`config.mk`:
```
export PLATFORM = sky130hd
export DESIGN_NAME = ictf_fifo
export DESIGN_NICKNAME = d
export VERILOG_FILES = /design/src/sv/ictf_pkg.sv /design/src/sv/ictf_fifo.sv
export SDC_FILE = /design/constraint.sdc
export NUM_CORES = 1
export LEC_CHECK = 0
export BUFFER_PORTS_ARGS = -buffer_cell sky130_fd_sc_hd__buf_2
export CORE_MARGIN = 4
export CORE_UTILIZATION = 50
export DETAILED_ROUTE_END_ITERATION = 10
export PLACE_DENSITY = 0.73
export RECOVER_POWER = 100
export SLEW_MARGIN = 20
export SYNTH_ARGS = -nofsm -noshare
export SYNTH_HDL_FRONTEND = slang
export SYNTH_SLANG_ARGS = --single-unit
```
`constraint.sdc`:
```
create_clock -name clk -period 8.05 [get_ports clk]
set_input_delay 0.805 -clock clk [delete_from_list [all_inputs] [get_ports clk]]
set_output_delay 0.805 -clock clk [all_outputs]
set_load 0.005 [all_outputs]
```
`src/sv/ictf_pkg.sv`:
```
// Package with shared types, constants and the arctangent table of the tilt filter.
`default_nettype none
package ictf_pkg;

  // Parameter defaults.
  localparam int ANGLE_WIDTH_DEF  = 32;
  localparam int CORDIC_STEPS_DEF = 16;

  // Fixed internal widths.
  localparam int CFG_IDX_W  = 2;
  localparam int CFG_DATA_W = 24;
  localparam int VEC_W      = 18;
  localparam int CORDIC_W   = 36;
  localparam int ZW         = 28;
  localparam int PW         = 42;
  localparam int ATAN_IDX_W = 5;
  localparam int DIVISOR_W  = 16;
  localparam int DIGIT_W    = 16;
  localparam int RECIP_W    = 32;

  // Register indexes.
  localparam logic [CFG_IDX_W-1:0] REG_BIAS_X = 2'd0;
  localparam logic [CFG_IDX_W-1:0] REG_BIAS_Y = 2'd1;
  localparam logic [CFG_IDX_W-1:0] REG_BIAS_Z = 2'd2;

  // Axis codes used by the back end sequencer.
  localparam logic [1:0] AXIS_X = 2'd0;
  localparam logic [1:0] AXIS_Y = 2'd1;
  localparam logic [1:0] AXIS_Z = 2'd2;

  // Divisors and rounding offsets.
  localparam logic [DIVISOR_W-1:0] GYRO_DIV   = 16'd16375;
  localparam logic [DIVISOR_W-1:0] GYRO_HALF  = 16'd8187;
  localparam logic [DIVISOR_W-1:0] BLEND_DIV  = 16'd250;
  localparam logic [DIVISOR_W-1:0] BLEND_HALF = 16'd125;

  // Reciprocals of the divisors, rounded up, and the product bit where each
  // quotient digit starts. Both are exact for one remainder plus one digit.
  localparam logic [RECIP_W-1:0] GYRO_RECIP  = 32'd1074331973;
  localparam logic [RECIP_W-1:0] BLEND_RECIP = 32'd17179870;
  localparam int                 GYRO_SHIFT  = 44;
  localparam int                 BLEND_SHIFT = 32;

  // Half a turn in Q16.16 degrees.
  localparam logic signed [ZW-1:0] HALF_TURN_Q16 = 28'sd11796480;

  // One input word.
  typedef struct packed {
    logic signed [15:0] accel_x;
    logic signed [15:0] accel_y;
    logic signed [15:0] accel_z;
    logic signed [15:0] rate_x;
    logic signed [15:0] rate_y;
    logic signed [15:0] rate_z;
    logic [15:0]        elapsed_ms;
  } sample_t;

  // One output word.
  typedef struct packed {
    logic signed [31:0] tilt_x;
    logic signed [31:0] tilt_y;
    logic signed [31:0] heading_z;
    logic               clipped;
  } result_t;

  // A classified sample waiting in the queue.
  typedef struct packed {
    logic signed [VEC_W-1:0] num_x;
    logic signed [VEC_W-1:0] den_x;
    logic signed [VEC_W-1:0] num_y;
    logic signed [VEC_W-1:0] den_y;
    logic                    zero_x;
    logic                    zero_y;
    logic signed [15:0]      rate_x;
    logic signed [15:0]      rate_y;
    logic signed [15:0]      rate_z;
    logic [15:0]             elapsed_ms;
  } job_t;

  // Queue status seen by the front and back ends.
  typedef struct packed {
    logic full;
    logic empty;
  } fifo_stat_t;

  // Arctangent of 2^-i in Q16.16 degrees, rounded to nearest.
  function automatic logic signed [ZW-1:0] atan_q16(input logic [ATAN_IDX_W-1:0] idx);
    logic signed [ZW-1:0] v;
    unique case (idx)
      5'd0:    v = 28'sd2949120;
      5'd1:    v = 28'sd1740967;
      5'd2:    v = 28'sd919879;
      5'd3:    v = 28'sd466945;
      5'd4:    v = 28'sd234379;
      5'd5:    v = 28'sd117304;
      5'd6:    v = 28'sd58666;
      5'd7:    v = 28'sd29335;
      5'd8:    v = 28'sd14668;
      5'd9:    v = 28'sd7334;
      5'd10:   v = 28'sd3667;
      5'd11:   v = 28'sd1833;
      5'd12:   v = 28'sd917;
      5'd13:   v = 28'sd458;
      5'd14:   v = 28'sd229;
      5'd15:   v = 28'sd115;
      5'd16:   v = 28'sd57;
      5'd17:   v = 28'sd29;
      5'd18:   v = 28'sd14;
      5'd19:   v = 28'sd7;
      5'd20:   v = 28'sd4;
      5'd21:   v = 28'sd2;
      5'd22:   v = 28'sd1;
      default: v = 28'sd0;
    endcase
    return v;
  endfunction

endpackage
`default_nettype wire

```
`src/sv/ictf_fifo.sv`:
```
// Two-entry queue of classified samples between the front and back ends.
`default_nettype none
module ictf_fifo (
  input  wire logic                 clk,
  input  wire logic                 rst,
  input  wire logic                 push,
  input  wire ictf_pkg::job_t       din,
  input  wire logic                 pop,
  output ictf_pkg::job_t            dout,
  output ictf_pkg::fifo_stat_t      stat
);

  ictf_pkg::job_t mem [2];
  logic           wr_ptr, rd_ptr;
  logic [1:0]     count;

  assign dout       = mem[rd_ptr];
  assign stat.full  = (count == 2'd2);
  assign stat.empty = (count == 2'd0);

  // Entry storage.
  always_ff @(posedge clk) begin
    if (push) begin
      mem[wr_ptr] <= din;
    end
  end

  // Pointers and fill count.
  always_ff @(posedge clk) begin
    if (rst) begin
      wr_ptr <= 1'b0;
      rd_ptr <= 1'b0;
      count  <= 2'd0;
    end else begin
      if (push) begin
        wr_ptr <= !wr_ptr;
      end
      if (pop) begin
        rd_ptr <= !rd_ptr;
      end
      if (push && !pop) begin
        count <= count + 2'd1;
      end else if (pop && !push) begin
        count <= count - 2'd1;
      end
    end
  end

`ifndef SYNTHESIS
  a_count_range: assert property (@(posedge clk) disable iff (rst) count != 2'd3)
    else $error("queue count out of range");
  a_no_overflow: assert property (@(posedge clk) disable iff (rst)
      stat.full && !pop |=> stat.full)
    else $error("queue lost an entry");
`endif

endmodule
`default_nettype wire

```
# Word-level counts from Yosys, hierarchy flattened
# Memory sizes are Yosys's and may differ from the RTL's. A register that Yosys moved wholly into a read port is not among the register bits.
# Index checks and enable logic that the tools add are counted.
# totals
latch_bits	0
mem_bits_rw	276
output_inout_bits	140
word_cells	21
mem_bits_ro	0
ff_bits	4
input_bits	142
mem_count	1
# op_classes
order_cmp	0
n_eq_ne	1
mul	0
muxes	6
reduce_logical	8
n_shift	0
add_sub_neg	2
n_div	0
bitwise	0
# memory_table
name	depth	width	rd	rd_clocked_by_memory_dff	write_ports	line_no	text
mem	2	138	1	1	1	ictf_fifo.sv:13	ictf_pkg::job_t mem [2];
# ops
operator	count
logical NOT 1 bit	4
2-to-1 mux 1 bit	4
2-to-1 mux 2 bit	2
adder 2 x 1 -> 2 bit, second input constant	1
== test 2 bit, second input constant	1
logical AND 1 bit	2
logical NOT 2 bit	1
nonzero test 2 bit	1
subtractor 2 x 1 -> 2 bit, second input constant	1

# Longest topological paths before layout
# logic_depth
word_depth	4
mapped_depth	5
depth_no_buf	5

# Worst setup path after synthesis
# No wires, ideal clock.
# synth_path
path_kind	input to register
start	in push
end	mem mem[0][0] (netlist bit) (enable)
setup_time_ns	0.654
path_stages	1
slack_ns	0.616
required_time_ns	7.396
arrival_time_ns	6.780
path_cell_list	nor2b_1
# synth_via
elab_chain_cells	2
# synth_rtl
item	line_no	text
start, declared	ictf_fifo.sv:6	input wire logic push,
2-to-1 mux 1 bit	ictf_fifo.sv:23	if (push) begin
2-to-1 mux 1 bit (implied by the code)	ictf_fifo.sv:24	mem[wr_ptr] <= din;
end, declared	ictf_fifo.sv:13	
# Every way passes these cells.

# Worst setup path in the final report
# layout_path
start	in push
end	mem mem[0][41] (netlist bit) (enable)
# Same word-level chain as after synthesis.

==> impl_metrics.toml <==
[cts]
clk_pin_slew_worst_paths_ps = 60
cts_hold_buf = 0
post_cts_buffers = 0
cts_tree = "yes"
numCtsBuffers = 29
clk_latency_ps = 520
ctsResizeCount = 0
root_buffer = "clkbuf_16"
cts_buffer_depth = 3
cts_sinks = 281
cts_max_level = 1

[yosys]
synth_edf_count = 276
ys_warn_count = 0
synth-main-ff-cell = "edfxtp_1"
synthesis.area_per_instance_um2 = 22.6
async_flop_share_pct = 0
synth_area_leaders = "edfxtp_1, mux2_2, buf_6"
synth_fp_nets = 594
synth_top_cell_area_share_pct = 81.2
synth_area_leader_cell = "edfxtp_1"
ys_seq_area_share_pct = 82.1
synthTopCellsByCount = "edfxtp_1, mux2_2, buf_6"
ys_ff_latch = 281
synth.cell_area_um2 = 10200
synth_cell_type_count = 16
synth_most_common_cell = "edfxtp_1"
synthCells = 451

[detailed_routing]
drt-vias-per-instance = 4.99
wire_per_inst_um = 19.2
routed_wl_um = 20000
num_vias = 5207
firstDrtPassIters = 4
first_iter_violations = 246
drc = 0
final_antenna_net_count = 0

[floorplanning]
fp-row-count = 52
die_area_um2 = 22800
ioPinCount = 282
coreArea_um2 = 20200
die_w_um = 151
initial_core_util_pct = 50.6
die_y_um = 151

[critical_path]
path_class = "in2reg"
arrival_ps = 5410
required_ps = 8100
critical_path.max_fanout = 54
end_kind = "flip-flop"
startpoint_type = "input pin"

[sta]
drv_slew = 231
period_share_pct = 66.6
fin_setup_tns_ps = 0
max-slew-margin-rel_pct = -189
finalSetupViolCount = 0
grt_setup_unrepaired = "no"
skew_ps = 12.9
worst_pin_slew_ps = 4340
hold_viol = 0
finalCriticalPeriod_ps = 5360
setup_slack_ps = 2690
fmax_ghz = 0.187

[cells_and_area]
drive_gt1_share_pct = 36.1
n_antenna_cell = 0
fill_cells = 1552
fin_nets = 896
area_growth_pct = 22.0

[placement]
dp_slack_ps = 4820
dp_hpwl_um = 13500
gp_congestion = 0.784
io_buffers = 281

[power_and_ir_drop]
power.leakage_nw = 4.28
vdd_drop_max_mv = 0.164
powerDensity_nw_per_um2 = 259

[global_routing]
track_usage_pct = 16.7
antenna_found_initial = 1
grt_pass1_wl_um = 29500
grt-ovfl-total = 0
grt_pass1_vias = 5658
grt_start_max_net_pins = 79

[flow_run]
max_cap_viol_count = 4

[status]
status = "finished, violations left"
violations = "max-capacitance violations, max-slew violations"

[min_path]
hold_class = "in2reg"
## worst paths after layout
kind / slack [ps] / start / cells past startpoint / endpoint
setup / recovery: 2690 / push / 4 / mem[0][41]
hold / removal: 470 / din[36] / 1 / mem[0][36]
setup reg to reg: 2860 / wr_ptr / 3 / mem[0][41]
hold reg to reg: 560 / count[1] / 2 / count[1]
## worst max-delay path: stages
cell      delay, ps
clkbuf_1        160
nor2b_1         940
clkbuf_1       1140
clkbuf_1       2280
## cells in the final DEF (no fill, tap or decap)
master | Yosys | layout
and2b_1 | 1 | 1
clkbuf_16 | 0 | 29
mux2_2 | 138 | 127
clkinv_2 | 0 | 5
buf_1 | 0 | 1
inv_8 | 0 | 1
a21oi_1 | 1 | 1
xnor2_1 | 2 | 2
buf_4 | 0 | 2
nor2_1 | 5 | 5
nor2b_1 | 1 | 1
clkbuf_1 | 0 | 176
and2_0 | 0 | 1
buf_2 | 1 | 113
inv_6 | 0 | 1
clkinv_1 | 0 | 8
edfxtp_1 | 276 | 276
o21ai_0 | 1 | 1
bufinv_16 | 0 | 1
ha_1 | 1 | 1
mux2_1 | 0 | 11
inv_1 | 1 | 1
dfxtp_1 | 5 | 5
or3_1 | 1 | 1
xor2_1 | 2 | 2
## routing by layer
layer / part of all wire [%] / GRT usage [%]
met5: 0.035 / 0
met4: 2.2 / 4.13
met3: 9.9 / 5.63
met2: 51 / 29.2
met1: 37 / 19.9
## layout make-up
cell class,instances,area [um2],share of cell area (%)
clock inverters,16,105,0.843
multi-input cells,154,1660,13.3
flip-flops and latches,281,8390,67.3
repair buffers,286,1220,9.81
inverters,1,3.75,0.0301
clock buffers,35,748,6.00
well taps,270,338,2.71
## power breakdown
group	internal [mW]	switching [mW]
Combinational	0.137	0.150
Clock	0.690	0.507
Sequential	1.71	0.0316
Total	2.54	0.689
## kinds of logic (layout without fill, tap and decap cells)
kind of cell,count (synthesis),count (layout),share of synthesized area [%]
AOI/OAI and AO/OA,2,2,0.0979
buffers and inverters,16,338,1.63
muxes,138,138,15.2
and+or+nand+nor,9,9,0.441
DFF,281,281,82.1
adders and majority gates,1,1,0.123
xor gates and xnor gates,4,4,0.343
## sequential cells by signal (all words and copies together) (netlist names), named ones only
name	flops
wr_ptr	1
mem	276
count	2
rd_ptr	1
## through the flow
step | utilization [%] | std cells | hold slack [ps] | power [mW] | instance area [um2]
2_1_floorplan | - | 451 | 462 | 1.94 | 10200
3_3_place_gp | 58.7 | 991 | 481 | 2.07 | 11800
3_5_place_dp | 58.7 | 991 | 539 | 2.08 | 11800
4_1_cts | 62.9 | 1042 | 441 | 3.28 | 12700
5_1_grt | 61.8 | 1043 | 445 | 3.36 | 12500
6_report | 61.8 | 1043 | 466 | 3.23 | 12500
No activity file was read; power rests on OpenSTA's default activity.
