==> src/sv/ictf_pkg.sv <==
// Package with shared types, constants and the arctangent table of the tilt filter.
`default_nettype none
package ictf_pkg;

  // Parameter defaults.
  localparam int ANGLE_WIDTH_DEF  = 32;
  localparam int CORDIC_STEPS_DEF = 16;

  // Fixed internal widths.
  localparam int CFG_IDX_W  = 2;
  localparam int CFG_DATA_W = 24;
  localparam int VEC_W      = 18;
  localparam int CORDIC_W   = 36;
  localparam int ZW         = 28;
  localparam int PW         = 42;
  localparam int ATAN_IDX_W = 5;
  localparam int DIVISOR_W  = 16;
  localparam int DIGIT_W    = 16;
  localparam int RECIP_W    = 32;

  // Register indexes.
  localparam logic [CFG_IDX_W-1:0] REG_BIAS_X = 2'd0;
  localparam logic [CFG_IDX_W-1:0] REG_BIAS_Y = 2'd1;
  localparam logic [CFG_IDX_W-1:0] REG_BIAS_Z = 2'd2;

  // Axis codes used by the back end sequencer.
  localparam logic [1:0] AXIS_X = 2'd0;
  localparam logic [1:0] AXIS_Y = 2'd1;
  localparam logic [1:0] AXIS_Z = 2'd2;

  // Divisors and rounding offsets.
  localparam logic [DIVISOR_W-1:0] GYRO_DIV   = 16'd16375;
  localparam logic [DIVISOR_W-1:0] GYRO_HALF  = 16'd8187;
  localparam logic [DIVISOR_W-1:0] BLEND_DIV  = 16'd250;
  localparam logic [DIVISOR_W-1:0] BLEND_HALF = 16'd125;

  // Reciprocals of the divisors, rounded up, and the product bit where each
  // quotient digit starts. Both are exact for one remainder plus one digit.
  localparam logic [RECIP_W-1:0] GYRO_RECIP  = 32'd1074331973;
  localparam logic [RECIP_W-1:0] BLEND_RECIP = 32'd17179870;
  localparam int                 GYRO_SHIFT  = 44;
  localparam int                 BLEND_SHIFT = 32;

  // Half a turn in Q16.16 degrees.
  localparam logic signed [ZW-1:0] HALF_TURN_Q16 = 28'sd11796480;

  // One input word.
  typedef struct packed {
    logic signed [15:0] accel_x;
    logic signed [15:0] accel_y;
    logic signed [15:0] accel_z;
    logic signed [15:0] rate_x;
    logic signed [15:0] rate_y;
    logic signed [15:0] rate_z;
    logic [15:0]        elapsed_ms;
  } sample_t;

  // One output word.
  typedef struct packed {
    logic signed [31:0] tilt_x;
    logic signed [31:0] tilt_y;
    logic signed [31:0] heading_z;
    logic               clipped;
  } result_t;

  // A classified sample waiting in the queue.
  typedef struct packed {
    logic signed [VEC_W-1:0] num_x;
    logic signed [VEC_W-1:0] den_x;
    logic signed [VEC_W-1:0] num_y;
    logic signed [VEC_W-1:0] den_y;
    logic                    zero_x;
    logic                    zero_y;
    logic signed [15:0]      rate_x;
    logic signed [15:0]      rate_y;
    logic signed [15:0]      rate_z;
    logic [15:0]             elapsed_ms;
  } job_t;

  // Queue status seen by the front and back ends.
  typedef struct packed {
    logic full;
    logic empty;
  } fifo_stat_t;

  // Arctangent of 2^-i in Q16.16 degrees, rounded to nearest.
  function automatic logic signed [ZW-1:0] atan_q16(input logic [ATAN_IDX_W-1:0] idx);
    logic signed [ZW-1:0] v;
    unique case (idx)
      5'd0:    v = 28'sd2949120;
      5'd1:    v = 28'sd1740967;
      5'd2:    v = 28'sd919879;
      5'd3:    v = 28'sd466945;
      5'd4:    v = 28'sd234379;
      5'd5:    v = 28'sd117304;
      5'd6:    v = 28'sd58666;
      5'd7:    v = 28'sd29335;
      5'd8:    v = 28'sd14668;
      5'd9:    v = 28'sd7334;
      5'd10:   v = 28'sd3667;
      5'd11:   v = 28'sd1833;
      5'd12:   v = 28'sd917;
      5'd13:   v = 28'sd458;
      5'd14:   v = 28'sd229;
      5'd15:   v = 28'sd115;
      5'd16:   v = 28'sd57;
      5'd17:   v = 28'sd29;
      5'd18:   v = 28'sd14;
      5'd19:   v = 28'sd7;
      5'd20:   v = 28'sd4;
      5'd21:   v = 28'sd2;
      5'd22:   v = 28'sd1;
      default: v = 28'sd0;
    endcase
    return v;
  endfunction

endpackage
`default_nettype wire

==> src/sv/ictf_front.sv <==
// Front end: accepts samples and forms the two tilt vectors for the queue.
`default_nettype none
module ictf_front (
  input  wire logic                 sample_valid,
  output logic                      sample_ready,
  input  wire ictf_pkg::sample_t    sample,
  input  wire ictf_pkg::fifo_stat_t stat,
  output logic                      push,
  output ictf_pkg::job_t            job
);

  localparam int VW = ictf_pkg::VEC_W;

  logic signed [VW-1:0] ax, ay, az, abs_x, abs_y;

  // Take a word whenever the queue has room.
  assign sample_ready = !stat.full;
  assign push         = sample_valid && !stat.full;

  // Widen the accelerometer words and take their magnitudes.
  assign ax    = VW'(sample.accel_x);
  assign ay    = VW'(sample.accel_y);
  assign az    = VW'(sample.accel_z);
  assign abs_x = ax[VW-1] ? -ax : ax;
  assign abs_y = ay[VW-1] ? -ay : ay;

  // Numerators, denominators and zero-vector flags of both atan2 terms.
  always_comb begin
    job.num_x      = ay;
    job.den_x      = az + abs_x;
    job.num_y      = ax;
    job.den_y      = az + abs_y;
    job.zero_x     = (ay == '0) && ((az + abs_x) == '0);
    job.zero_y     = (ax == '0) && ((az + abs_y) == '0);
    job.rate_x     = sample.rate_x;
    job.rate_y     = sample.rate_y;
    job.rate_z     = sample.rate_z;
    job.elapsed_ms = sample.elapsed_ms;
  end

endmodule
`default_nettype wire

==> config.mk <==
export PLATFORM = sky130hd
export DESIGN_NAME = ictf_front
export DESIGN_NICKNAME = d
export VERILOG_FILES = /design/src/sv/ictf_pkg.sv /design/src/sv/ictf_front.sv
export SDC_FILE = /design/constraint.sdc
export NUM_CORES = 1
export LEC_CHECK = 0
export ABC_AREA = 1
export CORE_UTILIZATION = 30
export DETAILED_ROUTE_END_ITERATION = 10
export DONT_BUFFER_PORTS = 1
export SLEW_MARGIN = 5
export SYNTH_ARGS = -nofsm -noshare
export SYNTH_HDL_FRONTEND = slang
export SYNTH_SLANG_ARGS = --single-unit
==> constraint.sdc <==
create_clock -name vclk -period 5
set_input_delay 0 -clock vclk [all_inputs]
set_output_delay 0 -clock vclk [all_outputs]
set_load 0.03 [all_outputs]
### Word-level counts from Yosys, hierarchy flattened

Index checks and enable logic that the tools add are counted.

* register bits: 0
* bits of input ports: 115
* output and inout port bits: 140
* word-level logic and storage cells: 16

* $add $sub $neg: 6
* muxes and demuxes: 2
* reduce and logical (&&, ||, !) cells: 8

Operators with widths (count)
* zero test 18 bit: 4
* adder 16 x 18 -> 18 bit: 2
* adder 18 bit: 2
* two-way mux 18 bit: 2
* negation 16 -> 18 bit: 2
* logical AND 1 bit: 3
* zero test 1 bit: 1

### Logic depth before layout (Yosys ltp)

* depth after elaboration: 5
* gate-level depth with buffers: 22
* depth with buffers taken out: 22

### Worst setup path after synthesis

No wires, ideal clock.

* kind: input to output
* start: input sample[81] (netlist bit)
* end: output job[64] (netlist bit)
* data arrival time: 2.459 ns
* required time: 5.000 ns
* setup slack: 2.541 ns
* cell stages on the path: 20
* buffers on the path: 0
* cells stage by stage: inv_1 ha_1 inv_1 nor3_2 nand2_1 nor2_2 a21oi_1 xor2_1 ha_1 nand2_2 inv_1 a21oi_2 inv_2 a21oi_4 nand2_1 nand2_1 nand2_2 nor2_2 nand2_1 nor2_1

RTL lines
* from (decl): RTL line ictf_front.sv:6 `input wire ictf_pkg::sample_t sample,`
* to (decl): RTL line ictf_front.sv:9 `output ictf_pkg::job_t job`

==> Implementation_results.wiki <==
{| class="wikitable"
! Metric !! Value
|-
| Status || complete, no violations
|-
| Clock buf count || 0
|-
| Initial DRC count || 134
|-
| LEAKAGE || between 0.002 and 0.0025 uW
|-
| Layout-stage area growth over the synthesis result || -13.1%
|-
| Number of buffers and inverters on the critical path || 0
|-
| Final count of negative-setup-slack endpoints || 0
|-
| Cell with the most instances on the worst path || sky130_fd_sc_hd__nand2_1
|-
| Critical path startpoint category || input port
|-
| Die Wd || 119 um
|-
| Resize count post-CTS || 0
|-
| Yosys warns || 0
|-
| Number of buffers added to fix hold violations after cts || 0
|-
| Yosys top cell by area || sky130_fd_sc_hd__nand2_1
|-
| PwrDens || 188 mW/mm2
|-
| Antenna diode instance count || 0
|-
| Cell Chain, Critical Path || nor3_1, nand2_1, nor2_1, nand3_1, nor4_1, ha_1, a21oi_1, o21ai_0, a21oi_4, nand2_1, nand2_1, nand2_2, nor2_2, nand2_1, nor2_1
|-
| Number of distinct standard cells referenced by the synthesized netlist || 33
|-
| Most used standard cells in the synthesized netlist || 206 x sky130_fd_sc_hd__nand2_1, 135 x sky130_fd_sc_hd__inv_1, 100 x sky130_fd_sc_hd__buf_4
|-
| Area enclosed by the die boundary || between 0.01 and 0.015 mm2
|-
| Final critical path time including I/O delays and setup || 3.04 ns
|-
| Detail-routed net length per standard cell || between 10 and 15 um
|-
| Final hold violation count || 0
|-
| Utilization after layout || 0.268
|-
| I/O Buffers || 0
|-
| Remaining routing DRC violations || 0
|-
| Vias in the first global route || 3210
|-
| Area share of the largest cell type after synthesis || 0.189
|-
| Biggest cell delay along the critical path || 0.47 ns
|-
| Detailed-route vias per instance || 4.43
|-
| Buffers inserted during post-CTS setup optimization || 0
|-
| Gate count of the mapped netlist || 732
|-
| Routability congestion estimate from global placement || 0.841
|-
| Initial Util || 0.308
|-
| Boundary Pins || 255
|-
| Req. time, crit path || 5.00 ns
|-
| Number of sequential storage elements || 0
|-
| GR Overflow Total || 0
|-
| HPWL after DPL || 10600 um
|-
| Tcrit/Tclk final || 0.608
|-
| Flip-flop and latch area || 0 um2
|-
| Antenna violations before repair || 0
|-
| Wire length of the first global-routing pass || about 17000 um
|-
| Maximum number of pins on one net before global-route repair || 14
|-
| Post-synthesis instance area || 0.00410 mm2
|-
| Core area || about 0.013 mm2
|-
| Arrival time reported for the critical path endpoint || 3.04 ns
|-
| Max stage delay cell, worst path || sky130_fd_sc_hd__nor4_1
|-
| Share of layout cells above drive strength 1 || 0.103
|-
| Average footprint of a synthesized cell || approximately 5.6 um2
|-
| Vertical extent of the die || 119 um
|-
| Max-capacitance violation count || 0
|-
| Leading cell types by total area after synthesis || sky130_fd_sc_hd__nand2_1 19%, sky130_fd_sc_hd__buf_4 18%, sky130_fd_sc_hd__ha_1 13%
|-
| Wirelength, routed || 11600 um
|-
| Antenna viol nets, final || 0
|-
| Measured slew at the worst slew-check pin || 0.876 ns
|-
| Max-slew violation count || 0
|-
| Most common cell in the synthesized netlist || sky130_fd_sc_hd__nand2_1
|-
| RSZ-0062 raised after global routing || no
|-
| Type of the setup path with the least slack || in2out
|-
| Total vias in the final route || roughly 3600
|-
| Setup total negative slack || 0 ns
|-
| Max FO, Critical Path || 5
|-
| Family with the most delay on the worst path || simple AND/OR/NAND/NOR gates
|-
| Final #Nets || 792
|-
| Min-Delay Path Class || in2out
|-
| Max IR drop VDD || 0.0671 mV
|-
| Count of TritonRoute iterations in the first routing pass || 4
|-
| Sequential-to-total area share from yosys stat || 0
|-
| Slew margin rel. || 0.412
|-
| Element type at the critical path end || output port
|-
| Peak clock frequency supported by timing || 329 MHz
|-
| Std cell rows || 42
|-
| Gr usage total || 0.158
|}
## kinds of logic after synthesis
| kind of cell | synth area share |
|---|---|
| AO/OA/AOI/OAI | 0.0565 |
| XOR/XNOR | 0.0642 |
| adder cells (fa/ha/maj) | 0.138 |
| buffers and inverters | 0.314 |
| other | 0.000916 |
| AND/OR/NAND/NOR | 0.427 |
## through the flow
step	power, uW	cells	worst slack, ns	hold WS, ns	area, um2
6_report	669	807	1.96	0.00000840	3560
5_1_grt	748	807	1.65	0.0000421	3560
4_1_cts	677	807	2.00	0.000205	3560
3_5_place_dp	674	807	2.00	0.000205	3560
3_3_place_gp	670	807	2.03	0.000205	3560
2_1_floorplan	722	733	2.54	0.110	4100
## final timing paths
| kind | slack [ns] | start | end | depth (start not counted) |
|---|---|---|---|---|
| worst max-delay path | 1.96 | sample[81] | job[64] | 15 |
| worst min-delay path | 0.000008 | sample[21] | job[21] | 0 |
## placed cells by master, fill, tap and decap left out, types with 8 or more instances in the layout
cell | synthesis | routed
sky130_fd_sc_hd__inv_1 | 135 | 135
sky130_fd_sc_hd__a21oi_1 | 22 | 22
sky130_fd_sc_hd__nand3_1 | 36 | 36
sky130_fd_sc_hd__xnor2_1 | 9 | 9
sky130_fd_sc_hd__ha_1 | 42 | 42
sky130_fd_sc_hd__nand2_1 | 206 | 206
sky130_fd_sc_hd__nor2_1 | 55 | 55
sky130_fd_sc_hd__nand4_1 | 8 | 8
sky130_fd_sc_hd__nand3_2 | 9 | 9
sky130_fd_sc_hd__nor2_2 | 9 | 9
sky130_fd_sc_hd__nand3b_1 | 9 | 9
sky130_fd_sc_hd__xor2_1 | 21 | 21
sky130_fd_sc_hd__nand2_2 | 27 | 27
## power breakdown
part	internal, uW	leakage (uW)	switching [uW]
sequential	0	0	0
combinational	180	0.00213	489
clock	0	0	0
## final cells by class
type / count / area, um2
Fill cell: 1560 / 9740
Tap cell: 176 / 220
Multi-Input combinational cell: 491 / 2810
Inverter: 140 / 526
## layer usage
metal | routed length, um | track usage | part of all wire | vias to the layer above
li1 | - | - | - | 1930
met1 | 4750 | 0.181 | 0.41 | 1495
met2 | 5380 | 0.284 | 0.46 | 130
met3 | 1230 | 0.0570 | 0.11 | 18
met4 | 216 | 0.0285 | 0.019 | 0
met5 | 0 | 0 | 0 | -
Power figures use the tool's default switching activity.
