`src/sv/ictf_pkg.sv`:
```
// Package with shared types, constants and the arctangent table of the tilt filter.
`default_nettype none
package ictf_pkg;

  // Parameter defaults.
  localparam int ANGLE_WIDTH_DEF  = 32;
  localparam int CORDIC_STEPS_DEF = 16;

  // Fixed internal widths.
  localparam int CFG_IDX_W  = 2;
  localparam int CFG_DATA_W = 24;
  localparam int VEC_W      = 18;
  localparam int CORDIC_W   = 36;
  localparam int ZW         = 28;
  localparam int PW         = 42;
  localparam int ATAN_IDX_W = 5;
  localparam int DIVISOR_W  = 16;
  localparam int DIGIT_W    = 16;
  localparam int RECIP_W    = 32;

  // Register indexes.
  localparam logic [CFG_IDX_W-1:0] REG_BIAS_X = 2'd0;
  localparam logic [CFG_IDX_W-1:0] REG_BIAS_Y = 2'd1;
  localparam logic [CFG_IDX_W-1:0] REG_BIAS_Z = 2'd2;

  // Axis codes used by the back end sequencer.
  localparam logic [1:0] AXIS_X = 2'd0;
  localparam logic [1:0] AXIS_Y = 2'd1;
  localparam logic [1:0] AXIS_Z = 2'd2;

  // Divisors and rounding offsets.
  localparam logic [DIVISOR_W-1:0] GYRO_DIV   = 16'd16375;
  localparam logic [DIVISOR_W-1:0] GYRO_HALF  = 16'd8187;
  localparam logic [DIVISOR_W-1:0] BLEND_DIV  = 16'd250;
  localparam logic [DIVISOR_W-1:0] BLEND_HALF = 16'd125;

  // Reciprocals of the divisors, rounded up, and the product bit where each
  // quotient digit starts. Both are exact for one remainder plus one digit.
  localparam logic [RECIP_W-1:0] GYRO_RECIP  = 32'd1074331973;
  localparam logic [RECIP_W-1:0] BLEND_RECIP = 32'd17179870;
  localparam int                 GYRO_SHIFT  = 44;
  localparam int                 BLEND_SHIFT = 32;

  // Half a turn in Q16.16 degrees.
  localparam logic signed [ZW-1:0] HALF_TURN_Q16 = 28'sd11796480;

  // One input word.
  typedef struct packed {
    logic signed [15:0] accel_x;
    logic signed [15:0] accel_y;
    logic signed [15:0] accel_z;
    logic signed [15:0] rate_x;
    logic signed [15:0] rate_y;
    logic signed [15:0] rate_z;
    logic [15:0]        elapsed_ms;
  } sample_t;

  // One output word.
  typedef struct packed {
    logic signed [31:0] tilt_x;
    logic signed [31:0] tilt_y;
    logic signed [31:0] heading_z;
    logic               clipped;
  } result_t;

  // A classified sample waiting in the queue.
  typedef struct packed {
    logic signed [VEC_W-1:0] num_x;
    logic signed [VEC_W-1:0] den_x;
    logic signed [VEC_W-1:0] num_y;
    logic signed [VEC_W-1:0] den_y;
    logic                    zero_x;
    logic                    zero_y;
    logic signed [15:0]      rate_x;
    logic signed [15:0]      rate_y;
    logic signed [15:0]      rate_z;
    logic [15:0]             elapsed_ms;
  } job_t;

  // Queue status seen by the front and back ends.
  typedef struct packed {
    logic full;
    logic empty;
  } fifo_stat_t;

  // Arctangent of 2^-i in Q16.16 degrees, rounded to nearest.
  function automatic logic signed [ZW-1:0] atan_q16(input logic [ATAN_IDX_W-1:0] idx);
    logic signed [ZW-1:0] v;
    unique case (idx)
      5'd0:    v = 28'sd2949120;
      5'd1:    v = 28'sd1740967;
      5'd2:    v = 28'sd919879;
      5'd3:    v = 28'sd466945;
      5'd4:    v = 28'sd234379;
      5'd5:    v = 28'sd117304;
      5'd6:    v = 28'sd58666;
      5'd7:    v = 28'sd29335;
      5'd8:    v = 28'sd14668;
      5'd9:    v = 28'sd7334;
      5'd10:   v = 28'sd3667;
      5'd11:   v = 28'sd1833;
      5'd12:   v = 28'sd917;
      5'd13:   v = 28'sd458;
      5'd14:   v = 28'sd229;
      5'd15:   v = 28'sd115;
      5'd16:   v = 28'sd57;
      5'd17:   v = 28'sd29;
      5'd18:   v = 28'sd14;
      5'd19:   v = 28'sd7;
      5'd20:   v = 28'sd4;
      5'd21:   v = 28'sd2;
      5'd22:   v = 28'sd1;
      default: v = 28'sd0;
    endcase
    return v;
  endfunction

endpackage
`default_nettype wire

```
`src/sv/ictf_div.sv`:
```
// Divider of a magnitude by one of two constants, sixteen quotient bits per step pair.
`default_nettype none
module ictf_div #(
  parameter int DVW = 48
) (
  input  wire logic                                  clk,
  input  wire logic                                  rst,
  input  wire logic                                  start,
  input  wire logic                                  neg,
  input  wire logic [DVW-1:0]                        dividend,
  input  wire logic [ictf_pkg::DIVISOR_W-1:0]        divisor,
  output logic                                       done,
  output logic signed [DVW:0]                        quotient
);

  localparam int DW   = ictf_pkg::DIVISOR_W;
  localparam int GW   = ictf_pkg::DIGIT_W;
  localparam int RW   = ictf_pkg::RECIP_W;
  localparam int ND   = (DVW + GW - 1) / GW;
  localparam int PADW = ND * GW;
  localparam int NS   = 2 * ND;
  localparam int CNW  = (NS > 2) ? $clog2(NS) : 1;
  localparam int VW   = DW + GW;
  localparam int PRW  = 2 * RW;
  localparam int GS   = ictf_pkg::GYRO_SHIFT;
  localparam int BS   = ictf_pkg::BLEND_SHIFT;

  logic [PADW-1:0] work;
  logic [DW-1:0]   rem;
  logic [DW-1:0]   dvs;
  logic [RW-1:0]   recip;
  logic [PRW-1:0]  prod;
  logic [VW-1:0]   v;
  logic [GW-1:0]   qd;
  logic [VW-1:0]   qd_dvs;
  logic            blend_r, neg_r, busy;
  logic [CNW-1:0]  cnt;

  // Partial dividend: the remainder so far with the next digit appended.
  assign v      = {rem, work[PADW-1 -: GW]};
  assign recip  = blend_r ? ictf_pkg::BLEND_RECIP : ictf_pkg::GYRO_RECIP;
  assign qd     = blend_r ? prod[BS+GW-1:BS] : prod[GS+GW-1:GS];
  assign qd_dvs = VW'(qd) * VW'(dvs);

  assign quotient = neg_r ? -$signed({1'b0, work[DVW-1:0]}) : $signed({1'b0, work[DVW-1:0]});

  // Operand registers: even steps form the reciprocal product, odd steps
  // take the quotient digit and the new remainder.
  always_ff @(posedge clk) begin
    if (start) begin
      work    <= PADW'(dividend);
      rem     <= '0;
      dvs     <= divisor;
      blend_r <= (divisor != ictf_pkg::GYRO_DIV);
      neg_r   <= neg;
    end else if (busy) begin
      if (!cnt[0]) begin
        prod <= PRW'(v) * PRW'(recip);
      end else begin
        rem  <= DW'(v - qd_dvs);
        work <= {work[PADW-GW-1:0], qd};
      end
    end
  end

  // Iteration control.
  always_ff @(posedge clk) begin
    if (rst) begin
      busy <= 1'b0;
      done <= 1'b0;
      cnt  <= '0;
    end else begin
      done <= 1'b0;
      if (start) begin
        busy <= 1'b1;
        cnt  <= '0;
      end else if (busy) begin
        if (cnt == CNW'(NS - 1)) begin
          busy <= 1'b0;
          done <= 1'b1;
        end else begin
          cnt <= cnt + CNW'(1);
        end
      end
    end
  end

`ifndef SYNTHESIS
  a_start_idle: assert property (@(posedge clk) disable iff (rst) start |-> !busy)
    else $error("divider restarted while busy");
`endif

endmodule
`default_nettype wire

```
`src/sv/ictf_back.sv`:
```
// Back end: CORDIC atan2, gyro integration, blending and saturation of each sample.
`default_nettype none
module ictf_back #(
  parameter int ANGLE_WIDTH  = ictf_pkg::ANGLE_WIDTH_DEF,
  parameter int CORDIC_STEPS = ictf_pkg::CORDIC_STEPS_DEF
) (
  input  wire logic                              clk,
  input  wire logic                              rst,
  input  wire logic                              cfg_we,
  input  wire logic [ictf_pkg::CFG_IDX_W-1:0]    cfg_index,
  input  wire logic [ictf_pkg::CFG_DATA_W-1:0]   cfg_data,
  input  wire ictf_pkg::job_t                    head,
  input  wire ictf_pkg::fifo_stat_t              stat,
  output logic                                   pop,
  output logic                                   result_valid,
  input  wire logic                              result_ready,
  output ictf_pkg::result_t                      result
);

  localparam int AW     = ANGLE_WIDTH;
  localparam int SW     = ((AW > 35) ? AW : 35) + 1;
  localparam int NW     = SW + 9;
  localparam int DVW    = (NW > 48) ? NW : 48;
  localparam int QW     = DVW + 1;
  localparam int STEP_W = $clog2(CORDIC_STEPS);
  localparam int CW     = ictf_pkg::CORDIC_W;
  localparam int ZW     = ictf_pkg::ZW;
  localparam int PW     = ictf_pkg::PW;
  localparam int VW     = ictf_pkg::VEC_W;

  localparam logic signed [QW-1:0] A_HI = QW'((64'sd1 <<< (AW - 1)) - 64'sd1);
  localparam logic signed [QW-1:0] A_LO = -A_HI - QW'(1);
  localparam logic signed [QW-1:0] O_HI = QW'(64'sd2147483647);
  localparam logic signed [QW-1:0] O_LO = -O_HI - QW'(1);

  typedef enum logic [9:0] {
    ST_IDLE   = 10'b0000000001,
    ST_CINIT  = 10'b0000000010,
    ST_CITER  = 10'b0000000100,
    ST_MUL    = 10'b0000001000,
    ST_GSTART = 10'b0000010000,
    ST_GWAIT  = 10'b0000100000,
    ST_BMUL   = 10'b0001000000,
    ST_BSTART = 10'b0010000000,
    ST_BWAIT  = 10'b0100000000,
    ST_FINISH = 10'b1000000000
  } state_t;

  state_t               state;
  ictf_pkg::job_t       job;
  logic [1:0]           axis;
  logic [STEP_W-1:0]    step;
  logic signed [CW-1:0] cx, cy;
  logic signed [ZW-1:0] cz, ang_x, ang_y;
  logic signed [PW-1:0] prod;
  logic signed [SW-1:0] s;
  logic signed [NW-1:0] num;
  logic signed [AW-1:0] acc_x, acc_y, acc_z;
  logic                 clip;
  logic signed [23:0]   bias_x, bias_y, bias_z;

  // Saturation helpers.
  function automatic logic signed [AW-1:0] sat_angle(input logic signed [QW-1:0] v);
    logic signed [QW-1:0] r;
    r = (v > A_HI) ? A_HI : ((v < A_LO) ? A_LO : v);
    return AW'(r);
  endfunction

  function automatic logic hit_angle(input logic signed [QW-1:0] v);
    return (v > A_HI) || (v < A_LO);
  endfunction

  function automatic logic signed [31:0] sat_out(input logic signed [AW-1:0] a);
    logic signed [QW-1:0] v;
    logic signed [QW-1:0] r;
    v = QW'(a);
    r = (v > O_HI) ? O_HI : ((v < O_LO) ? O_LO : v);
    return 32'(r);
  endfunction

  function automatic logic hit_out(input logic signed [AW-1:0] a);
    logic signed [QW-1:0] v;
    v = QW'(a);
    return (v > O_HI) || (v < O_LO);
  endfunction

  // Configuration registers.
  always_ff @(posedge clk) begin
    if (rst) begin
      bias_x <= '0;
      bias_y <= '0;
      bias_z <= '0;
    end else if (cfg_we) begin
      unique case (cfg_index)
        ictf_pkg::REG_BIAS_X: bias_x <= $signed(cfg_data);
        ictf_pkg::REG_BIAS_Y: bias_y <= $signed(cfg_data);
        ictf_pkg::REG_BIAS_Z: bias_z <= $signed(cfg_data);
        default: ;
      endcase
    end
  end

  // Operands of the current axis.
  logic signed [VW-1:0] cur_num, cur_den;
  logic                 cur_zero;
  logic signed [15:0]   rate_sel;
  logic signed [23:0]   bias_sel;
  logic signed [AW-1:0] acc_sel;
  logic signed [ZW-1:0] ang_sel;

  always_comb begin
    unique case (axis)
      ictf_pkg::AXIS_X: begin
        rate_sel = job.rate_x;
        bias_sel = bias_x;
        acc_sel  = acc_x;
        ang_sel  = ang_x;
      end
      ictf_pkg::AXIS_Y: begin
        rate_sel = job.rate_y;
        bias_sel = bias_y;
        acc_sel  = acc_y;
        ang_sel  = ang_y;
      end
      default: begin
        rate_sel = job.rate_z;
        bias_sel = bias_z;
        acc_sel  = acc_z;
        ang_sel  = '0;
      end
    endcase
    if (axis == ictf_pkg::AXIS_X) begin
      cur_num  = job.num_x;
      cur_den  = job.den_x;
      cur_zero = job.zero_x;
    end else begin
      cur_num  = job.num_y;
      cur_den  = job.den_y;
      cur_zero = job.zero_y;
    end
  end

  // CORDIC start vector, turned by half a turn when the denominator is negative.
  logic signed [VW-1:0] init_x, init_y;
  logic signed [ZW-1:0] init_z;

  always_comb begin
    if (cur_den[VW-1]) begin
      init_x = -cur_den;
      init_y = -cur_num;
      init_z = cur_num[VW-1] ? -ictf_pkg::HALF_TURN_Q16 : ictf_pkg::HALF_TURN_Q16;
    end else begin
      init_x = cur_den;
      init_y = cur_num;
      init_z = '0;
    end
  end

  // One CORDIC vectoring step.
  logic signed [CW-1:0] xs, ys, cx_n, cy_n;
  logic signed [ZW-1:0] tab, cz_n;

  assign xs  = cx >>> step;
  assign ys  = cy >>> step;
  assign tab = ictf_pkg::atan_q16(ictf_pkg::ATAN_IDX_W'(step));

  always_comb begin
    if (!cy[CW-1]) begin
      cx_n = cx + ys;
      cy_n = cy - xs;
      cz_n = cz + tab;
    end else begin
      cx_n = cx - ys;
      cy_n = cy + xs;
      cz_n = cz - tab;
    end
  end

  // Gyro product, rounded dividend and blend numerator.
  logic signed [24:0]   rate_adj;
  logic signed [PW-1:0] prod_next;
  logic signed [PW+5:0] gshift;
  logic [PW+5:0]        gmag;
  logic signed [NW-1:0] num_next;
  logic [NW-1:0]        bmag;

  assign rate_adj  = (25'(rate_sel) <<< 8) - 25'(bias_sel);
  assign prod_next = PW'(rate_adj) * PW'($signed({1'b0, job.elapsed_ms}));
  assign gshift    = {prod, 6'b0};
  assign gmag      = gshift[PW+5] ? -gshift : gshift;
  assign num_next  = (NW'(s) <<< 8) - (NW'(s) <<< 3) + NW'(s) + NW'(ang_sel);
  assign bmag      = num[NW-1] ? -num : num;

  // Shared divider.
  logic                 div_start, div_neg, div_done;
  logic [DVW-1:0]       div_dividend;
  logic [ictf_pkg::DIVISOR_W-1:0] div_divisor;
  logic signed [QW-1:0] q;

  always_comb begin
    div_start = (state == ST_GSTART) || (state == ST_BSTART);
    if (state == ST_GSTART) begin
      div_neg      = prod[PW-1];
      div_dividend = DVW'(gmag) + DVW'(ictf_pkg::GYRO_HALF);
      div_divisor  = ictf_pkg::GYRO_DIV;
    end else begin
      div_neg      = num[NW-1];
      div_dividend = DVW'(bmag) + DVW'(ictf_pkg::BLEND_HALF);
      div_divisor  = ictf_pkg::BLEND_DIV;
    end
  end

  ictf_div #(.DVW(DVW)) u_div (
    .clk      (clk),
    .rst      (rst),
    .start    (div_start),
    .neg      (div_neg),
    .dividend (div_dividend),
    .divisor  (div_divisor),
    .done     (div_done),
    .quotient (q)
  );

  logic signed [SW-1:0] s_sum;
  assign s_sum = SW'(acc_sel) + SW'(q);

  assign pop = (state == ST_IDLE) && !stat.empty && !result_valid;

  // Sequencer control.
  always_ff @(posedge clk) begin
    if (rst) begin
      state        <= ST_IDLE;
      axis         <= ictf_pkg::AXIS_X;
      step         <= '0;
      result_valid <= 1'b0;
      acc_x        <= '0;
      acc_y        <= '0;
      acc_z        <= '0;
    end else begin
      if (result_valid && result_ready) begin
        result_valid <= 1'b0;
      end
      unique case (state)
        ST_IDLE: begin
          if (pop) begin
            axis  <= ictf_pkg::AXIS_X;
            state <= ST_CINIT;
          end
        end
        ST_CINIT: begin
          step <= '0;
          if (cur_zero) begin
            if (axis == ictf_pkg::AXIS_X) begin
              axis  <= ictf_pkg::AXIS_Y;
              state <= ST_CINIT;
            end else begin
              axis  <= ictf_pkg::AXIS_X;
              state <= ST_MUL;
            end
          end else begin
            state <= ST_CITER;
          end
        end
        ST_CITER: begin
          if (step == STEP_W'(CORDIC_STEPS - 1)) begin
            if (axis == ictf_pkg::AXIS_X) begin
              axis  <= ictf_pkg::AXIS_Y;
              state <= ST_CINIT;
            end else begin
              axis  <= ictf_pkg::AXIS_X;
              state <= ST_MUL;
            end
          end else begin
            step <= step + 1'b1;
          end
        end
        ST_MUL:    state <= ST_GSTART;
        ST_GSTART: state <= ST_GWAIT;
        ST_GWAIT: begin
          if (div_done) begin
            if (axis == ictf_pkg::AXIS_Z) begin
              acc_z <= sat_angle(QW'(s_sum));
              state <= ST_FINISH;
            end else begin
              state <= ST_BMUL;
            end
          end
        end
        ST_BMUL:   state <= ST_BSTART;
        ST_BSTART: state <= ST_BWAIT;
        ST_BWAIT: begin
          if (div_done) begin
            if (axis == ictf_pkg::AXIS_X) begin
              acc_x <= sat_angle(q);
              axis  <= ictf_pkg::AXIS_Y;
            end else begin
              acc_y <= sat_angle(q);
              axis  <= ictf_pkg::AXIS_Z;
            end
            state <= ST_MUL;
          end
        end
        ST_FINISH: begin
          result_valid <= 1'b1;
          state        <= ST_IDLE;
        end
        default: state <= ST_IDLE;
      endcase
    end
  end

  // Datapath registers.
  always_ff @(posedge clk) begin
    unique case (state)
      ST_IDLE: begin
        if (pop) begin
          job  <= head;
          clip <= 1'b0;
        end
      end
      ST_CINIT: begin
        cx <= CW'(init_x) <<< 16;
        cy <= CW'(init_y) <<< 16;
        cz <= init_z;
        if (cur_zero) begin
          if (axis == ictf_pkg::AXIS_X) begin
            ang_x <= '0;
          end else begin
            ang_y <= '0;
          end
        end
      end
      ST_CITER: begin
        cx <= cx_n;
        cy <= cy_n;
        cz <= cz_n;
        if (step == STEP_W'(CORDIC_STEPS - 1)) begin
          if (axis == ictf_pkg::AXIS_X) begin
            ang_x <= cz_n;
          end else begin
            ang_y <= -cz_n;
          end
        end
      end
      ST_MUL: prod <= prod_next;
      ST_GWAIT: begin
        if (div_done) begin
          s <= s_sum;
          if (axis == ictf_pkg::AXIS_Z) begin
            clip <= clip | hit_angle(QW'(s_sum));
          end
        end
      end
      ST_BMUL: num <= num_next;
      ST_BWAIT: begin
        if (div_done) begin
          clip <= clip | hit_angle(q);
        end
      end
      ST_FINISH: begin
        result.tilt_x    <= sat_out(acc_x);
        result.tilt_y    <= sat_out(acc_y);
        result.heading_z <= sat_out(acc_z);
        result.clipped   <= clip | hit_out(acc_x) | hit_out(acc_y) | hit_out(acc_z);
      end
      default: ;
    endcase
  end

`ifndef SYNTHESIS
  a_pop_nonempty: assert property (@(posedge clk) disable iff (rst) pop |-> !stat.empty)
    else $error("pop from an empty queue");
  a_result_source: assert property (@(posedge clk) disable iff (rst)
      $rose(result_valid) |-> $past(state == ST_FINISH))
    else $error("result raised outside the finish step");
  a_wait_has_divider: assert property (@(posedge clk) disable iff (rst)
      div_done |-> (state == ST_GWAIT) || (state == ST_BWAIT))
    else $error("divider finished while nobody waits");
`endif

endmodule
`default_nettype wire

```
`config.mk`:
```
export PLATFORM = sky130hd
export DESIGN_NAME = ictf_back
export DESIGN_NICKNAME = d
export VERILOG_FILES = /design/src/sv/ictf_pkg.sv /design/src/sv/ictf_div.sv /design/src/sv/ictf_back.sv
export SDC_FILE = /design/constraint.sdc
export NUM_CORES = 2
export LEC_CHECK = 0
export BUFFER_PORTS_ARGS = -buffer_cell sky130_fd_sc_hd__buf_2
export CAP_MARGIN = 15
export CORE_AREA = 8 8 381 383
export CTS_BUF_LIST = sky130_fd_sc_hd__clkbuf_4
export CTS_CLUSTER_SIZE = 24
export DETAILED_ROUTE_END_ITERATION = 8
export DIE_AREA = 0 0 389 391
export PLACE_DENSITY = 0.92
export SKIP_CTS_REPAIR_TIMING = 1
export SLEW_MARGIN = 20
export SYNTH_ARGS = -nofsm -noshare
export SYNTH_HDL_FRONTEND = slang
export SYNTH_SLANG_ARGS = --single-unit
```
`constraint.sdc`:
```
create_clock -name clk -period 14.25 [get_ports clk]
set_input_delay 0.7125 -clock clk [delete_from_list [all_inputs] [get_ports clk]]
set_output_delay 0.7125 -clock clk [all_outputs]
set_load 0.05 [all_outputs]
```
**After elaboration in Yosys (flattened, before gate mapping)**

Memory sizes are Yosys's and may differ from the RTL's. A register that Yosys moved wholly into a read port is not among the register bits.
Index checks and enable logic that the tools add are counted.

- Flip-flop bits (word level): 847
- Memory bits (read-only): 352
- Input port bits: 170
- Output and inout bits: 99
- Word-level logic and storage cells: 232
- Memories: 1

Memories:

| name | words | bits a word | read ports | clocked after memory_dff | wr ports | line | RTL |
|---|---|---|---|---|---|---|---|
| (no name shown) | 16 | 22 | 1 | 1 | 0 | ictf_pkg.sv:89 | `unique case (idx)` |

- Add/sub/neg operators: 22
- Multiply operators: 3
- $lt $le $gt $ge: 10
- Eq/ne operators: 28
- Shifts and indexed selects: 2
- Mux-type cells: 75
- Bitwise gates (word level): 10
- Reductions and logical operators: 39

Operator list:

| cell | number |
|---|---|
| 28-bit two-way mux | 11 |
| 48-bit two-way mux | 5 |
| 32-bit two-way mux | 7 |
| 28-bit one-hot mux with 2 select lines | 4 |
| 36-bit one-hot mux with 2 select lines | 2 |
| 32-bit > comparator (second input constant) | 3 |
| 32-bit < comparator (second input constant) | 3 |
| 10-bit one-hot mux with 9 select lines | 1 |
| 36-bit adder | 2 |
| 18-bit two-way mux | 4 |
| 36-bit two-way mux | 2 |
| 36-bit by 4-bit >>> shifter with 36-bit output | 2 |
| 36-bit subtractor | 2 |
| 32-bit one-hot mux with 2 select lines | 1 |
| 32-bit by 31-bit multiplier with 60-bit output | 1 |
| 10-bit two-way mux | 6 |
| 49-bit by 32-bit > comparator with 1-bit output (second input constant) | 1 |
| 49-bit by 32-bit < comparator with 1-bit output (second input constant) | 1 |
| 49-bit two-way mux | 1 |
| 48-bit negator with 49-bit output | 1 |
| 48-bit by 13-bit adder with 48-bit output (second input constant) | 1 |
| 48-bit negator | 1 |
| 24-bit one-hot mux with 2 select lines | 1 |
| 45-bit by 7-bit adder with 46-bit output (second input constant) | 1 |
| 60 further kinds | 125 |

**Logic depth before layout (Yosys ltp)**

- Word-level depth: 9
- Gate-level depth with buffers: 42

**By module**

From an unflattened synthesis, not the netlist that was laid out.

- Cell total of the unflattened synthesis: 9834
- Area, all modules: 91894.4 µm²

By module, submodules not included:

| module | times used | cells an instance | area each (µm²) |
|---|---|---|---|
| ictf_back | 1 | 7143 | 65147.5 |
| ictf_div | 1 | 2691 | 26746.9 |

**Least setup slack after synthesis**

OpenSTA, ideal clock, no wires.

- Path kind: register to register
- Start: register state[5]
- End: register job[0] (netlist bit), enable pin
- Data arrival time: 11124 ps
- Required time: 13446 ps
- Slack: 2322 ps
- Cell stages (with the launch flop): 7
- Cells stage by stage: dfxtp_1 > nor4_1 > nand2_1 > or3_1 > or3b_2 > clkbuf_1 > nor3_1

- Word-level cells in the longest chain between the ends: 4

Ends and longest elaborated chain:

| item | line | RTL |
|---|---|---|
| start, declared | ictf_back.sv:49 | `state_t state;` |
| start signal, assigned | ictf_back.sv:232 | `state <= ST_IDLE;` |
| start signal, assigned | ictf_back.sv:247 | `state <= ST_CINIT;` |
| start signal, assigned | ictf_back.sv:255 | `state <= ST_CINIT;` |
| 10-bit by 1-bit == test with 1-bit output * | ictf_back.sv:227, ictf_back.sv:314 |  |
| 1-bit logical AND (2 in series) | ictf_back.sv:227 | `assign pop = (state == ST_IDLE) && !stat.empty && !result_valid;` |
| 2-bit AND reduction (no line) * | - |  |
| end signal, assigned | ictf_back.sv:317 | `job <= head;` |
| end, declared | ictf_back.sv:50 | `ictf_pkg::job_t job;` |

Mark *: on every way between the ends. The rest lies on a longest branch, timed or not.
A chain may end at the register's enable or synchronous reset.

**Worst setup path in the final report**

- Start: register axis[0]
- End: register prod[40] (data pin)

- Word-level cells in the longest chain between the ends: 4
- Elaborated cells on any way between the ends: 6
- Those cells by class: 1 x add/sub; 1 x mul; 1 x eq/ne; 2 x mux; 1 x reduce/logical

Ends and longest elaborated chain:

| item | line | RTL |
|---|---|---|
| start, declared | ictf_back.sv:51 | `logic [1:0] axis;` |
| start signal, assigned | ictf_back.sv:233 | `axis <= ictf_pkg::AXIS_X;` |
| start signal, assigned | ictf_back.sv:246 | `axis <= ictf_pkg::AXIS_X;` |
| start signal, assigned | ictf_back.sv:254 | `axis <= ictf_pkg::AXIS_Y;` |
| 2-bit by 1-bit == test with 1-bit output / 2-bit logical NOT (equally long branches) | ictf_back.sv:112 | `unique case (axis)` |
| 24-bit one-hot mux with 2 select lines / 16-bit one-hot mux with 2 select lines (equally long branches) | ictf_back.sv:112 |  |
| 24-bit by 24-bit subtractor with 25-bit output * | ictf_back.sv:187 | `assign rate_adj = (25'(rate_sel) <<< 8) - 25'(bias_sel);` |
| 25-bit by 17-bit multiplier with 42-bit output * | ictf_back.sv:188 | `assign prod_next = PW'(rate_adj) * PW'($signed({1'b0, job.elapsed_ms}));` |
| via prod_next[40] | ictf_back.sv:181 | `logic signed [PW-1:0] prod_next;` |
| end signal, assigned | ictf_back.sv:345 | `ST_MUL: prod <= prod_next;` |
| end, declared | ictf_back.sv:55 | `logic signed [PW-1:0] prod;` |

The timed path passes the listed nets; every way through them passes the cells marked *.

==> impl_metrics.json <==
{
  "worstHoldPathType": "in -> reg",
  "overflow": 0,
  "crit_top_cell": "fa_1",
  "clkTransAtPathRegs_ns": 0.08,
  "die-area_sq_mm": 0.152,
  "avgSynthCellArea_sq_um": 9.44,
  "gr-max-usage-layer": "met2",
  "syn_area_sq_mm": 0.0898,
  "grt.met1_usage": 0.420,
  "ys.flop_type": "edfxtp_1",
  "ys_ff_latch": 822,
  "synth_top_area_frac": 0.211,
  "finalWorstSetupSlack_ns": 3.17,
  "rr_startpoint": "axis[0]$_SDFFE_PP0P_",
  "grtUsageMet2": 0.539,
  "numClockSinks": 822,
  "synth_top_cell_by_area": "fa_1",
  "cp-start-kind": "register",
  "io_pins": 269,
  "num_rows": 137,
  "grt_max_degree": 140,
  "crit_path_start": "axis[0]$_SDFFE_PP0P_",
  "rsz0062_at_grt": "false",
  "drt_iter0_markers": 9913,
  "routed_via_density": 6.44,
  "num_vias": 76200,
  "grt_pass1_wl_mm": 411,
  "yosysMostFrequentCell": "inv_1",
  "ys_warn_count": 0,
  "synthTopCellsByCount": "1418 x inv_1, 947 x fa_1, 921 x nand2_1",
  "wl_per_cell_microns": 23.5,
  "drv_slew": 0,
  "fin_crit_sh": 0.777,
  "dr.pass1.iters": 9,
  "timing.final.crit_period_ns": 11.08,
  "async_flop_share": 0,
  "skew_ns": 0.159,
  "start_util": 0.647,
  "tritoncts": "done",
  "dieWidth_microns": 389,
  "grtUsageMet3": 0.0987,
  "drc": 151,
  "slowest_stage": "xnor2_2",
  "path_max_fanout": 46,
  "synth_cell_types": 100,
  "min-delay-start": "stat[0]",
  "ant_nets": 0,
  "grt_antenna_before_repair": 16,
  "worstMarginPinSlew_ns": 1.26,
  "n_fill_cell": 9456,
  "finalSetupTns_ns": 0,
  "gp_congestion": 1.01,
  "clock_path_buffers": 3,
  "wl_mm": 278,
  "syn2layout_area_growth_pct": 8.27,
  "maxCapViolations": 0,
  "max_freq_mhz": 90.3,
  "worst_setup_path_end_kind": "register",
  "critical_path_arrival_ns": 12.00,
  "postSynthCellCount": 9508,
  "yosys-top-cells-area": "fa_1 21%, edfxtp_1 20%, ha_1 10%",
  "htreeDepth": 4,
  "required_ns": 15.17,
  "crit_type": "reg -> reg",
  "synth_edf_count": 594,
  "cts_root_buffer": "clkbuf_4",
  "timing.final.hold_violations": 0,
  "die_h_microns": 391,
  "setup_viol": 0,
  "worst_path_largest_cell_delay_ns": 0.93,
  "place_ws_ns": 3.75,
  "yosysSeqAreaShare": 0.249,
  "drive_above_1_share": 0.0938,
  "clk_latency_ns": 1.26,
  "grt_use_total": 0.339,
  "fin_util": 0.700,
  "cts_made_buffers": 210,
  "slew_headroom": 0.161,
  "first_global_vias": 76200,
  "portBuffers": 267,
  "failed_checks": "DRC",
  "core-area_sq_mm": 0.139,
  "dp_hpwl_mm": 204,
  "final_nets": 11700,
  "status": "finished, violations left"
}
## logic make-up (layout without fill, tap and decap cells)
kind of cell / Yosys count / in the layout / synth area share
AO/OA/AOI/OAI: 1607 / 1607 / 0.113
XOR/XNOR: 603 / 603 / 0.0588
adder cells (fa/ha/maj): 1688 / 1688 / 0.314
buffers and inverters: 1886 / 2333 / 0.0797
flip-flops: 822 / 822 / 0.249
multiplexers: 337 / 337 / 0.0470
other: 2 / 76 / 0.0000836
AND/OR/NAND/NOR: 2563 / 2563 / 0.137
## through the flow
stage	instance area (sq um)	std cells	hold slack (ns)
finish	97200	11800	0.0563
global route	97200	11800	0.00102
CTS	95500	11700	-0.424
detailed placement	92600	11300	0.443
global placement	92600	11300	0.439
floorplan	90000	9566	0.431
## cell type report
type / instances / area (sq um) / share of cell area
Inverter: 1422 / 5340 / 0.0549
Clock buffer: 296 / 2220 / 0.0229
Clock inverter: 95 / 651 / 0.00669
Antenna cell: 16 / 40.0 / 0.000412
Timing Repair Buffer: 520 / 3670 / 0.0378
Multi-Input combinational cell: 6858 / 60600 / 0.623
Sequential cell: 822 / 22400 / 0.231
Tap cell: 1807 / 2260 / 0.0233
## sequential cells by signal (all words and copies together), names as in the netlist, 36 cells and up
register    cells
cy             36
job           138
s              36
cx             36
u_div.work     48
num            45
result         97
prod           42
## routing by layer
layer	vias to the layer above	part of all wire
met3	1492	0.13
li1	32600	-
met4	2	0.069
met1	36600	0.35
met5	-	0.000029
met2	5526	0.45
## critical path: cells and delay by family (launching register included)
family	cells	cell delay (ns)
mux	1	0.44
xor+xnor	2	1.08
buf+inv	5	0.97
simple gates	8	1.64
fa+ha+maj	7	3.30
compound gates	10	2.93
flops	1	0.35
## worst paths after layout
kind / to / slack (ns) / depth (start not counted)
worst max-delay path: prod[40]$_DFFE_PP_ / 3.17 / 33
worst min-delay path: state[0]$_SDFFE_PP1P_ / 0.06 / 4
worst max register to register: prod[40]$_DFFE_PP_ / 3.17 / 33
worst min register to register: result[74]$_SDFFCE_PP1P_ / 0.42 / 0
## placed cells by master (no fill, tap or decap), types with 144 or more instances in the layout
master / synthesis / routed
and2_1: 234 / 234
inv_1: 1418 / 1418
xor2_1: 208 / 207
xnor2_1: 395 / 390
nor2_1: 578 / 570
edfxtp_1: 594 / 594
nand2_1: 921 / 920
a211oi_1: 146 / 146
ha_1: 740 / 740
o21ai_0: 343 / 342
buf_2: 30 / 266
a21oi_1: 510 / 508
dlygate4sd3_1: 0 / 165
fa_1: 947 / 947
mux2i_1: 229 / 228
clkbuf_4: 0 / 296
dfxtp_1: 228 / 222
nor3_1: 146 / 144
Power is left out: the tool's default activity adds up to more than one toggle a clock period on the data nets, which glitch-free logic cannot reach.
